**src/design/sst_pkg.sv**
```systemverilog
// shared types and constants for the set span tracker
package sst_pkg;

    localparam int VALUE_W = 32;
    localparam int GAP_W   = 33;
    localparam int CAP_W   = 7;
    localparam int OUT_W   = 72;

    localparam logic [CAP_W-1:0] CAPACITY_RESET = 7'd64;
    localparam logic [GAP_W-1:0] GAP_NONE       = {GAP_W{1'b1}};

    // register index taken from the word address
    localparam logic REG_CAPACITY = 1'b0;

    // one transaction traveling down the cell chain
    typedef struct packed {
        logic                      valid;
        logic                      cmp;      // stored value, compare against cells
        logic                      placed;   // already written into a cell
        logic signed [VALUE_W-1:0] value;
        logic        [GAP_W-1:0]   gap;      // smallest nonzero distance seen so far
        logic                      accepted;
        logic                      enough;
        logic        [VALUE_W-1:0] longest;
    } token_t;

endpackage

```
**src/design/sst_cell.sv**
```systemverilog
// one storage cell of the chain: holds a number and updates the passing token
module sst_cell
    import sst_pkg::*;
(
    input  logic   clk,
    input  logic   rst_n,
    input  logic   adv,
    input  token_t tok_in,
    output token_t tok_out
);

    logic                      valid_reg;
    logic signed [VALUE_W-1:0] num_reg;
    token_t                    tok_reg;
    token_t                    tok_next;
    logic                      store;
    logic        [VALUE_W-1:0] delta;

    always_comb
    begin
        delta = (tok_in.value >= num_reg) ? VALUE_W'(tok_in.value - num_reg)
                                          : VALUE_W'(num_reg - tok_in.value);
        store    = tok_in.valid && tok_in.cmp && !tok_in.placed && !valid_reg;
        tok_next = tok_in;
        if (tok_in.valid && tok_in.cmp && valid_reg && (delta != '0)
            && ({1'b0, delta} < tok_in.gap))
        begin
            tok_next.gap = {1'b0, delta};
        end
        if (store)
        begin
            tok_next.placed = 1'b1;
        end
    end

    always_ff @(posedge clk or negedge rst_n)
    begin
        if (!rst_n)
        begin
            valid_reg <= 1'b0;
            tok_reg   <= '0;
        end
        else if (adv)
        begin
            tok_reg <= tok_next;
            if (store)
            begin
                valid_reg <= 1'b1;
            end
        end
    end

    always_ff @(posedge clk)
    begin
        if (adv && store)
        begin
            num_reg <= tok_in.value;
        end
    end

    assign tok_out = tok_reg;

endmodule

```
**config.mk**
```make
export PLATFORM = sky130hd
export DESIGN_NAME = sst_cell
export DESIGN_NICKNAME = d
export VERILOG_FILES = /design/src/design/sst_pkg.sv /design/src/design/sst_cell.sv
export SDC_FILE = /design/constraint.sdc
export NUM_CORES = 1
export LEC_CHECK = 0
export BUFFER_PORTS_ARGS = -buffer_cell sky130_fd_sc_hd__buf_2
export CORE_AREA = 4 4 158 160
export CTS_CLUSTER_DIAMETER = 50
export DETAILED_ROUTE_END_ITERATION = 8
export DIE_AREA = 0 0 162 164
export GPL_ROUTABILITY_DRIVEN = 1
export SETUP_SLACK_MARGIN = 0.5
export SYNTH_ARGS = -nofsm -noshare
export SYNTH_HDL_FRONTEND = slang
export SYNTH_SLANG_ARGS = --single-unit
```
**constraint.sdc**
```tcl
create_clock -name clk -period 12.3 [get_ports clk]
set_input_delay 3.69 -clock clk [delete_from_list [all_inputs] [get_ports clk]]
set_output_delay 3.69 -clock clk [all_outputs]
set_load 0.1 [all_outputs]
```
; ---- Word level (Yosys, flattened, before mapping)
; Index checks and enable logic that the tools add are counted.
[word_totals]
ff_bits = 135
out_inout_bits = 102
[op_classes]
addsub = 2
magnitude_cmp = 2
muxes = 3
n_reduce_logical = 11
[op_table]
columns = op, count
row1 = $sub 32x32->32, 2
row2 = $lt 32x33->1, 1
row3 = $mux 33, 1
row4 = $ge 32x32->1, 1
row5 = $mux 32, 1
row6 = $reduce_bool 32->1, 1
row7 = $logic_and 1x1->1, 7
row8 = $logic_not 1->1, 2
row9 = $reduce_and 2->1, 1
row10 = $mux 1, 1

; ---- Depth between registers and ports, before layout
; Gate-level depths: netlist of run 1.
[depth]
depth_word = 6
mapped_depth = 29
mapped_depth_nobuf = 25

; ---- Worst setup path before layout of run 1
; No wires, ideal clock.
[synth_timing]
path_type = input to register
startpoint = in tok_in[88] (netlist bit)
endpoint = reg tok_reg (netlist bit tok_out[47])
setup_ps = 134
arrival_time_ps = 8240
required_time_ps = 12166
slack_ps = 3927
cell_stages = 26
n_path_buf = 3
cell_sequence = inv_1 ha_1 buf_6 a21oi_1 o21ai_1 a211o_1 a211oi_4 mux2i_1 buf_2 mux2i_1 xnor2_1 inv_1 ha_1 a21o_1 a21o_1 a21o_1 a21o_1 a21oi_1 o211ai_1 nor2_1 nand2_1 a21o_1 inv_1 clkbuf_1 a2bb2oi_1 o211ai_1
[synth_between]
elab_chain_len = 6
word_cells_on_any_way = 9
classes_between = 2 x add/sub / 2 x order compare / 2 x mux / 3 x reduce/logical
[synth_rtl]
columns = item, line_no
row1 = start: declaration, sst_cell.sv:8  ; input token_t tok_in,
row2 = $sub 32x32->32 (tied with other cells), sst_cell.sv:22  ; : VALUE_W'(num_reg - tok_in.value);
row3 = $mux 32 (*), sst_cell.sv:21  ; delta = (tok_in.value >= num_reg) ? VALUE_W'(tok_in.value - num_reg)
row4 = branches (longest 3 deep; another with $lt 32x33->1), n/a
row5 = $mux 33 (*), sst_cell.sv:25  ; if (tok_in.valid && tok_in.cmp && valid_reg && (delta != '0)
row6 = end signal: assignment, sst_cell.sv:45  ; tok_reg <= tok_next;
row7 = end: declaration, sst_cell.sv:14  ; token_t tok_reg;
; Mark *: on every way between the ends.
; A chain may end at the register's enable or synchronous reset.

; ---- Worst setup path in the final report of run 1
[layout_timing]
startpoint = in tok_in[77] (netlist bit)
endpoint = reg tok_reg (netlist bit tok_out[48])
; The elaborated chain is that of the path after synthesis.

==> qor.txt, run 1 <==
Std-Cell Rows - 56
number of port buffers - 206
CP most frequent cell - a21o_1
P per Cell Area - 143 nW/µm²
Detailed Routing Iterations Pass 1 - 5
ys flop type - dfrtp_1
share of layout cells above drive strength 1 - 25.9%
CTS tree - built
CTS Buf Count - 17
Post-CTS Hold Fix Bufs - 0
GP Congestion - 0.902
# resized after CTS - 0
CTS Sinks - 135
Slew HR - 10.2%
CP Buf/Inv Count - 4
final wirelength - 27,900 µm
NumNets Final - 1,469
synth top area cells - dfrtp_1 26%, ha_1 12%, edfxtp_1 9.6%, mux2_2 8.0%, a21oi_1 6.1%
I/O pin count - 207
final hold viol count - 0
# DRC - 0
fin crit share - 81.8%
max-cap violations - 0
register area share after synthesis - 35.4%
Overflow after GRT - 0
DR WL/cell - 17.4 µm
Mapped Cells - 1,094
Largest register FFs - 102
Leak - 5.64 nW
RR Startpoint - num_reg[10]
Hold Path Depth - 1
clk buf depth - 2
Max stage delay on crit path - 0.89 ns
Max Clock Skew - 0.0103 ns
initial drt markers - 662
Synth cell types - 70
final non-filler cell total - 1,600
RSZ-0062 raised after global routing - false
post-DP HPWL - 21,900 µm
minimum clock period - 10.06 ns
fillcell total - 2,257
clock slew at reported path FFs - 0.06 ns
Max stage delay cell, worst path - mux2i_2
gr usage total - 20.9%
crit-path leading delay family - compound AO/OA/AOI/OAI gates
syn nets - 1,295
CORE AREA - 23,400 µm²
crit-path max FO - 32
clock latency on the worst-skew pair - 0.43 ns
number of global-route vias before repair - 8,437
HP Start - tok_out[71]
Worst R2R Path Depth - 23
WP data arrival - 10.37 ns
outcome - complete, no violations
Chip Width - 162 µm
final core utilization - 50.4%
async set-or-reset flop fraction in the synthesized netlist - 76.3%
starting density of the core - 42.7%
Die Height - 164 µm
Max Clock Freq - 0.0994 GHz
worst endpoint required time - 12.61 ns
antenna-violating nets left - 0
VDD IR max - 0.0918 mV
Syn Std Cell Area - 10,000 µm²
Vias/cell - 5.46
Die Area - 26,600 µm²
placed insts - 1,568
antenna violations before repair - 0
Setup CP Type - input port to flop
CTS root buffer - clkbuf_16
largest net degree at the start of global routing - 72
postcts setup bufs - 0
CP Capture Type - flop
Yosys top cell area share - 25.8%
Final Max Tran Viols - 0
setup TNS - 0 ns
CP Launch Point - tok_in[77]
Synth area leader - dfrtp_1
Reg-to-Reg End - tok_out[48]
CTS H-tree lvls - 4
Tightest Hold Check Type - flop to flop
Syn. warnings - 0
via count - 8,728
final setup fails - 0
global-route wire length before repair - 45,300 µm
R2R setup slack - 5.25 ns
Hold EP - tok_out[71]
worst-margin pin slew - 1.34 ns
mean post-synth cell area - 9.14 µm²
EDFF count, synth - 32
# diodes - 0
Startpoint Class - input port
Seq cells post-synth - 135
Syn-to-layout area delta - 17.8%
## cell usage after synthesis (17+ instances only)
library cell	number
a21o_1	23
a21oi_1	121
buf_2	17
clkbuf_1	32
dfrtp_1	103
edfxtp_1	32
ha_1	94
inv_1	124
mux2_2	71
mux2i_1	22
nand2_1	69
nand3_1	21
nand4_1	21
nor2_1	60
o21ai_0	46
o21ai_1	17
xnor2_1	18
## layout make-up
| cell class | count | area [µm²] | share of cell area (%) |
|---|---|---|---|
| Sequential cell | 135 | 3540 | 30.0 |
| Inverter | 125 | 469 | 3.98 |
| Timing Repair Buffer | 212 | 1080 | 9.17 |
| Clock buffer | 17 | 425 | 3.61 |
| Clock inverter | 15 | 145 | 1.23 |
| Tap cell | 319 | 399 | 3.39 |
| Multi-Input combinational cell | 777 | 5730 | 48.6 |
## power breakdown
group	leakage [nW]	total [W]	internal (W)	switching, W
clock	0.289	0.000509	0.000272	0.000237
sequential	1.49	0.000519	0.000499	0.0000201
combinational	3.86	0.000652	0.000159	0.000493
## metrics by stage
step / power [W] / hold slack, ns / setup slack, ns / area [µm²]
floorplan: 0.00103 / 0.463 / 3.93 / 10000
global placement: 0.00117 / 0.483 / 2.02 / 11200
detailed placement: 0.00118 / 0.490 / 1.91 / 11200
CTS: 0.00169 / 0.505 / 2.34 / 11800
global route: 0.00177 / 0.509 / 1.82 / 11800
finish: 0.00168 / 0.502 / 2.24 / 11800
## layer usage
metal | share of wire (%) | vias to the layer above | wire length [µm] | global-route usage [%]
met5 | 0 | - | 0 | 0
met4 | 1.4 | 0 | 381 | 5.23
met3 | 6.8 | 22 | 1890 | 3.41
met2 | 43 | 301 | 12100 | 31.6
met1 | 49 | 4130 | 13600 | 31.3
li1 | - | 4275 | - | -
## worst max-delay path by stage
stage | end | cells past startpoint
after floorplan | tok_out[47] | 26
after global placement | tok_out[58] | 25
after detailed placement | tok_out[48] | 25
after CTS | tok_out[48] | 25
after global routing | tok_out[53] | 25
final | tok_out[48] | 25
## kinds of logic after synthesis
group / synth area share (%)
muxes: 10.2
AOI/OAI and AO/OA: 20.5
and+or+nand+nor: 11.9
buffers and inverters: 7.49
adders and majority gates: 12.2
xor gates and xnor gates: 2.36
DFF: 35.4
## worst reg2reg max path: stages, from the launching register on
cell       delay, ns
edfxtp_1        0.40
ha_1            0.52
nand4_1         0.26
nor4_2          0.52
nor2_1          0.11
a32o_1          0.33
mux2i_2         0.89
o21ai_0         0.22
o32ai_1         0.33
xnor2_1         0.28
ha_1            0.33
a21o_1          0.16
a21o_1          0.17
a21oi_1         0.13
nor2b_1         0.05
o21ai_0         0.14
nand2b_1        0.07
a21oi_1         0.14
o2111ai_1       0.22
a21o_1          0.22
buf_4           0.22
inv_1           0.73
nand2_2         0.20
a31o_1          0.28
## layout by cell type, fill, tap and decap left out, types with 18 or more instances in the layout
| cell | count |
|---|---|
| nand3_1 | 21 |
| edfxtp_1 | 32 |
| mux2i_1 | 20 |
| nand4_1 | 21 |
| inv_1 | 124 |
| a21o_1 | 23 |
| ha_1 | 94 |
| mux2_2 | 71 |
| nor2_1 | 60 |
| xnor2_1 | 18 |
| nand2_1 | 69 |
| buf_2 | 204 |
| a21oi_1 | 121 |
| o21ai_0 | 46 |
| dfrtp_1 | 103 |
Note: power is estimated with default switching activity, not from simulation.
==> run 2: changes to the inputs <==
- PLACE_DENSITY: default -> 0.67
- clock period: 12.3 -> 8.14 ns (I/O delays scaled with it)
==> run 2 against run 1 <==
  * Register-to-register slack lost 2.6 ns
  * Clock power increased by 52%
  * Final cell count up 1.4%
  * Die area stayed put
  * Final area up 1.9%
  * Sequential share of layout area down 0.55 points
  * Utilization up 0.94 points
  * Combinational power up 55%
  * Total power is 53% higher
  * Count of clock-buffer cells in the layout is 3 higher
  * Largest power group unchanged
==> qor.txt, run 2 (synthesized netlist as in run 1, its figures left out) <==
outcome - complete, no violations
Startpoint Class - input port
DR WL/cell - 17.5 µm (+0.31%)
total power - 0.00256 W (+53%)
Syn-to-layout area delta - 20.0%
# diodes - 0 (unchanged)
CORE AREA - 23,400 µm² (unchanged)
crit-path max FO - 26 (-19%)
share of layout cells above drive strength 1 - 27.3% (+1.4 points)
CTS tree - built
Max stage delay cell, worst path - ha_1
RSZ-0062 raised after global routing - false
number of global-route vias before repair - 8,723 (+3.4%)
Setup CP Type - input port to flop
NumNets Final - 1,492 (+1.6%)
Detailed Routing Iterations Pass 1 - 6 (+1)
starting density of the core - 42.7% (unchanged)
Slew HR - 52.2% (+42 points)
I/O pin count - 207 (unchanged)
post-DP HPWL - 22,100 µm (+0.68%)
final wirelength - 28,400 µm (+1.8%)
Vias/cell - 5.54 (+1.5%)
most common library cell in the layout ignoring fill and taps - buf_2
gr usage total - 21.1% (+0.20 points)
Leak - 5.78 nW (+2.5%)
antenna-violating nets left - 0 (unchanged)
antenna violations before repair - 0 (unchanged)
Post-DP Area - 11,400 µm² (+1.4%)
Most Crowded Layer GR - met2
commonest non-fill, non-tap cells in the layout - 204 x buf_2, 123 x inv_1, 121 x a21oi_1
Die Area - 26,600 µm² (unchanged)
met1 usage in global routing - 30.4% (-0.97 points)
CTS Sinks - 135 (unchanged)
met2 Use GR - 33.1% (+1.6 points)
Max Clock Freq - 0.138 GHz
clock latency on the worst-skew pair - 0.42 ns (about the same)
clk buf depth - 2 (unchanged)
Overflow after GRT - 0 (unchanged)
CP Capture Type - flop
final hold viol count - 0 (unchanged)
final instance area - 12,000 µm² (+1.9%)
clock slew at reported path FFs - 0.06 ns (about the same)
largest net degree at the start of global routing - 64 (-11%)
fillcell total - 2,268 (+0.49%)
number of port buffers - 206 (unchanged)
setup TNS - 0 ns (unchanged)
Final Max Tran Viols - 0 (unchanged)
CTS root buffer - clkbuf_16
Largest register FFs - 102 (unchanged)
via count - 8,985 (+2.9%)
max-cap violations - 0 (unchanged)
Post-CTS Hold Fix Bufs - 0 (unchanged)
Die Height - 164 µm (unchanged)
worst-margin pin slew - 0.717 ns (-0.621 ns)
minimum clock period - 7.26 ns
fin crit share - 89.2%
CTS H-tree lvls - 4 (unchanged)
met3 global-route usage - 3.99% (+0.58 points)
VDD IR max - 0.120 mV (+31%)
global-route wire length before repair - 45,600 µm (+0.79%)
P per Cell Area - 214 nW/µm² (+50%)
initial drt markers - 717 (+8.3%)
CTS Buf Count - 17 (unchanged)
GP Congestion - 0.938 (+4.0%)
final setup fails - 0 (unchanged)
worst endpoint required time - 8.44 ns (-4.17 ns)
Std-Cell Rows - 56 (unchanged)
Max Clock Skew - 0.00717 ns (-0.00310 ns)
WP data arrival - 7.56 ns (-2.81 ns)
CP most frequent cell - a21o_1
# DRC - 0 (unchanged)
Max stage delay on crit path - 0.46 ns (-0.43 ns)
Chip Width - 162 µm (unchanged)
Tightest Hold Check Type - flop to flop
## run 2: changes by cell type in the layout (fill, tap and decap cells not counted), moves of 2 or more
| cell | before | now |
|---|---|---|
| inv_6 | 5 | 7 |
| inv_8 | 8 | 1 |
| inv_4 | 1 | 3 |
| buf_4 | 8 | 29 |
| clkbuf_16 | 17 | 19 |
## run 2: cell type report
type / count / area [µm²] / area share (%)
Multi-Input combinational cell: 777 / 5740 / 47.8
Inverter: 125 / 469 / 3.91
Clock buffer: 20 / 489 / 4.08
Sequential cell: 135 / 3540 / 29.5
Tap cell: 319 / 399 / 3.32
Timing Repair Buffer: 235 / 1270 / 10.6
Clock inverter: 12 / 98.8 / 0.823
## run 2: worst max-delay path, delay by kind of cell
kind                       cells  cell delay, ns
AOI/OAI and AO/OA             12            2.18
and+or+nand+nor                5            0.89
adders and majority gates      2            0.79
buffers and inverters          5            0.69
muxes                          1            0.29
xor gates and xnor gates       1            0.29
## run 2: metal layers
metal  routed length [µm]  up-vias
li1                     -     4317
met1                13400     4319
met2                12800      329
met3                 1790       20
met4                  383        0
met5                    0        -
## run 2: timing repair
item	CTS	global route
endpoints found under the setup margin	0	31
resized for setup	0	5
setup buffers	0	3
## run 2: where the power goes
part / leakage (nW) / internal (W) / switching [W]
clock network: 0.293 / 0.000444 / 0.000330
logic: 3.99 / 0.000254 / 0.000751
registers: 1.49 / 0.000754 / 0.0000310
## run 2: path summary, 6_finish.rpt
| path | start | to | slack, ns | depth (start not counted) |
|---|---|---|---|---|
| setup / recovery | tok_in[93] | tok_out[64] | 0.88 | 26 |
| max in group asynchronous | rst_n | tok_out[101] | 4.97 | 2 |
| min in group asynchronous | rst_n | tok_out[77] | 2.05 | 1 |
| setup reg to reg | num_reg[26] | tok_out[64] | 2.68 | 24 |
| hold / removal | tok_out[96] | tok_out[96] | 0.50 | 1 |
| hold reg to reg | tok_out[96] | tok_out[96] | 0.50 | 1 |
## run 2: stage by stage
step / hold WS, ns / std cells / worst slack (ns) / utilization, %
3_3_place_gp: 0.482 / 1588 / 0.414 / 48.6
6_report: 0.500 / 1623 / 0.883 / 51.3
4_1_cts: 0.502 / 1620 / 0.772 / 51.1
2_1_floorplan: 0.463 / 1094 / 1.01 / -
3_5_place_dp: 0.487 / 1588 / 0.341 / 48.6
5_1_grt: 0.509 / 1623 / 0.512 / 51.3
==> run 3: changes to the inputs <==
- PLACE_DENSITY: 0.67 -> default
- clock period: 8.14 -> 7.49 ns (I/O delays scaled with it)
==> run 3 against run 2 <==
  * Register-to-register slack got worse by 0.33 ns
  * Clock power rose by 8.1%
  * Total power rose by 9.9%
  * Combinational power rose by 12%
  * First-iteration DRC count decreased by 3.3%
  * Critical endpoint is now tok_out[47]
==> qor.txt, run 3 (synthesized netlist as in run 1, its figures left out) <==
DR WL/cell - 18.2 µm (+4.1%)
Startpoint Class - input port
worst-margin pin slew - 0.884 ns (+0.167 ns)
CTS Sinks - 135 (unchanged)
antenna-violating nets left - 0 (unchanged)
number of port buffers - 206 (unchanged)
gr usage total - 21.8% (+0.69 points)
starting density of the core - 42.7% (unchanged)
Post-CTS Hold Fix Bufs - 0 (unchanged)
commonest non-fill, non-tap cells in the layout - 204 x buf_2, 123 x inv_1, 118 x a21oi_1
initial drt markers - 693 (-3.3%)
Tightest Hold Check Type - flop to flop
Clock power frac - 29.7% (-0.5 points)
Sw Share - 44.0% (+0.63 points)
# diodes - 0 (unchanged)
global-route wire length before repair - 46,900 µm (+2.9%)
WP data arrival - 7.03 ns (-0.53 ns)
most common library cell in the layout ignoring fill and taps - buf_2
final wirelength - 29,900 µm (+5.1%)
Worst R2R Path Depth - 25 (+4.2%)
Reg-to-Reg End - tok_out[47]
Syn-to-layout area delta - 23.4%
Max Clock Freq - 0.149 GHz
largest net degree at the start of global routing - 69 (+7.8%)
Max Clock Skew - 0.00691 ns (-0.000260 ns)
R2R setup slack - 2.35 ns (-0.33 ns)
RR Startpoint - num_reg[23]
crit-path max FO - 13 (-50%)
minimum clock period - 6.72 ns
clk buf depth - 2 (unchanged)
Overflow after GRT - 0 (unchanged)
clock latency on the worst-skew pair - 0.43 ns (about the same)
CTS H-tree lvls - 4 (unchanged)
Setup CP Type - input port to flop
Chip Width - 162 µm (unchanged)
# DRC - 0 (unchanged)
CTS root buffer - clkbuf_16
Final Max Tran Viols - 0 (unchanged)
clock slew at reported path FFs - 0.07 ns (about the same)
max-cap violations - 0 (unchanged)
net switching power - 0.00124 W (+12%)
final hold slack - 0.497 ns (-0.00313 ns)
sequential share of power - 30.2% (-0.4 points)
total power - 0.00282 W (+9.9%)
share of layout cells above drive strength 1 - 30.7% (+3.4 points)
CTS Buf Count - 17 (unchanged)
CP Capture Type - flop
antenna violations before repair - 0 (unchanged)
GP Congestion - 0.917 (-2.2%)
via count - 9,078 (+1.0%)
post-DP HPWL - 22,900 µm (+3.7%)
NumNets Final - 1,508 (+1.1%)
Std-Cell Rows - 56 (unchanged)
final core utilization - 52.7% (+1.4 points)
CTS tree - built
Gate power share - 40.1% (+0.9 points)
Pint - 0.00158 W (+8.7%)
Largest register FFs - 102 (unchanged)
CP Launch Point - tok_in[90]
CORE AREA - 23,400 µm² (unchanged)
Slew HR - 41.1% (-11 points)
RSZ-0062 raised after global routing - false
Leak - 5.87 nW (+1.6%)
fin crit share - 89.7%
final setup fails - 0 (unchanged)
number of global-route vias before repair - 8,651 (-0.83%)
I/O pin count - 207 (unchanged)
final hold viol count - 0 (unchanged)
VDD IR max - 0.132 mV (+9.9%)
P per Cell Area - 228 nW/µm² (+6.9%)
worst endpoint required time - 7.79 ns (-0.65 ns)
Die Area - 26,600 µm² (unchanged)
fillcell total - 2,238 (-1.3%)
Critical Path End - tok_out[47]
Vias/cell - 5.54 (about the same)
Detailed Routing Iterations Pass 1 - 5 (-1)
outcome - complete, no violations
Die Height - 164 µm (unchanged)
==> run 3: cell types whose count changed in the layout (fill, tap and decap cells not counted), sizes merged <==
cell,change
buf,+15
clkbuf,-1
clkinv,+3
clkinvlp,-1
==> run 3: critical path, stage by stage <==
cell and delay [ns]:
buf_2 0.12, inv_1 0.05, ha_2 0.34, and4_1 0.28, and2_1 0.22, and3_1 0.23, a211oi_4 0.21, buf_4 0.17
mux2i_2 0.29, buf_4 0.21, buf_4 0.19, mux2i_1 0.22, xor2_1 0.27, inv_1 0.13, ha_1 0.32, nor2b_1 0.15
o21ai_0 0.15, nand2b_1 0.09, a21oi_1 0.15, nor2_1 0.05, nor2_1 0.10, nand2_1 0.08, a21o_1 0.22, inv_4 0.11
buf_12 0.14, a2bb2oi_1 0.16, o211ai_1 0.11
==> run 3: layer usage <==
metal	GRT usage, %	vias to the layer above	wire length [µm]
met3	3.51	27	1660
met1	32.5	4379	14500
met2	33.2	304	13400
met4	5.31	0	382
li1	-	4368	-
met5	0	-	0
==> run 3: power by group through the flow <==
stage | sequential (W) | clock, W | combinational [W]
after floorplan | 0.00132 | 0 | 0.000382
after global placement | 0.000864 | 0 | 0.00109
after detailed placement | 0.000866 | 0 | 0.00110
after CTS | 0.000853 | 0.000859 | 0.00110
after global routing | 0.000861 | 0.000894 | 0.00120
final | 0.000853 | 0.000837 | 0.00113
==> run 3: cell type report <==
cell class              instances  area (µm²)  share of cell area [%]
clock buffers                  18         450                    3.65
well taps                     319         399                    3.23
repair buffers                251        1420                    11.5
flip-flops and latches        135        3540                    28.7
clock inverters                14         126                    1.02
inverters                     125         472                    3.82
multi-input cells             777        5930                    48.1
==> run 3: worst min-delay path by stage <==
| stage | from | endpoint | slack (ns) | cells past startpoint |
|---|---|---|---|---|
| after global routing | tok_out[29] | tok_out[29] | 0.51 | 1 |
| after CTS | tok_out[63] | tok_out[63] | 0.50 | 2 |
| after floorplan | valid_reg | valid_reg | 0.46 | 1 |
| final | tok_out[63] | tok_out[63] | 0.50 | 2 |
| after global placement | tok_out[71] | tok_out[71] | 0.48 | 1 |
| after detailed placement | tok_out[63] | tok_out[63] | 0.49 | 2 |
==> run 3: what timing repair did <==
item | CTS | global route
endpoints found under the setup margin | 10 | 33
gates resized for setup | 1 | 51
setup buffers | 1 | 5
cloned | 0 | 1
pin swaps | 1 | 10
==> run 3: metrics by stage <==
stage / TNS, ns / worst slack (ns) / instance area, µm² / std cells
after global placement: 0 / 0.0557 / 11500 / 1600
final: 0 / 0.769 / 12300 / 1639
after CTS: 0 / 0.530 / 12100 / 1633
after global routing: 0 / 0.455 / 12300 / 1639
after detailed placement: -0.00239 / -0.00179 / 11500 / 1600
after floorplan: 0 / 0.560 / 10000 / 1094
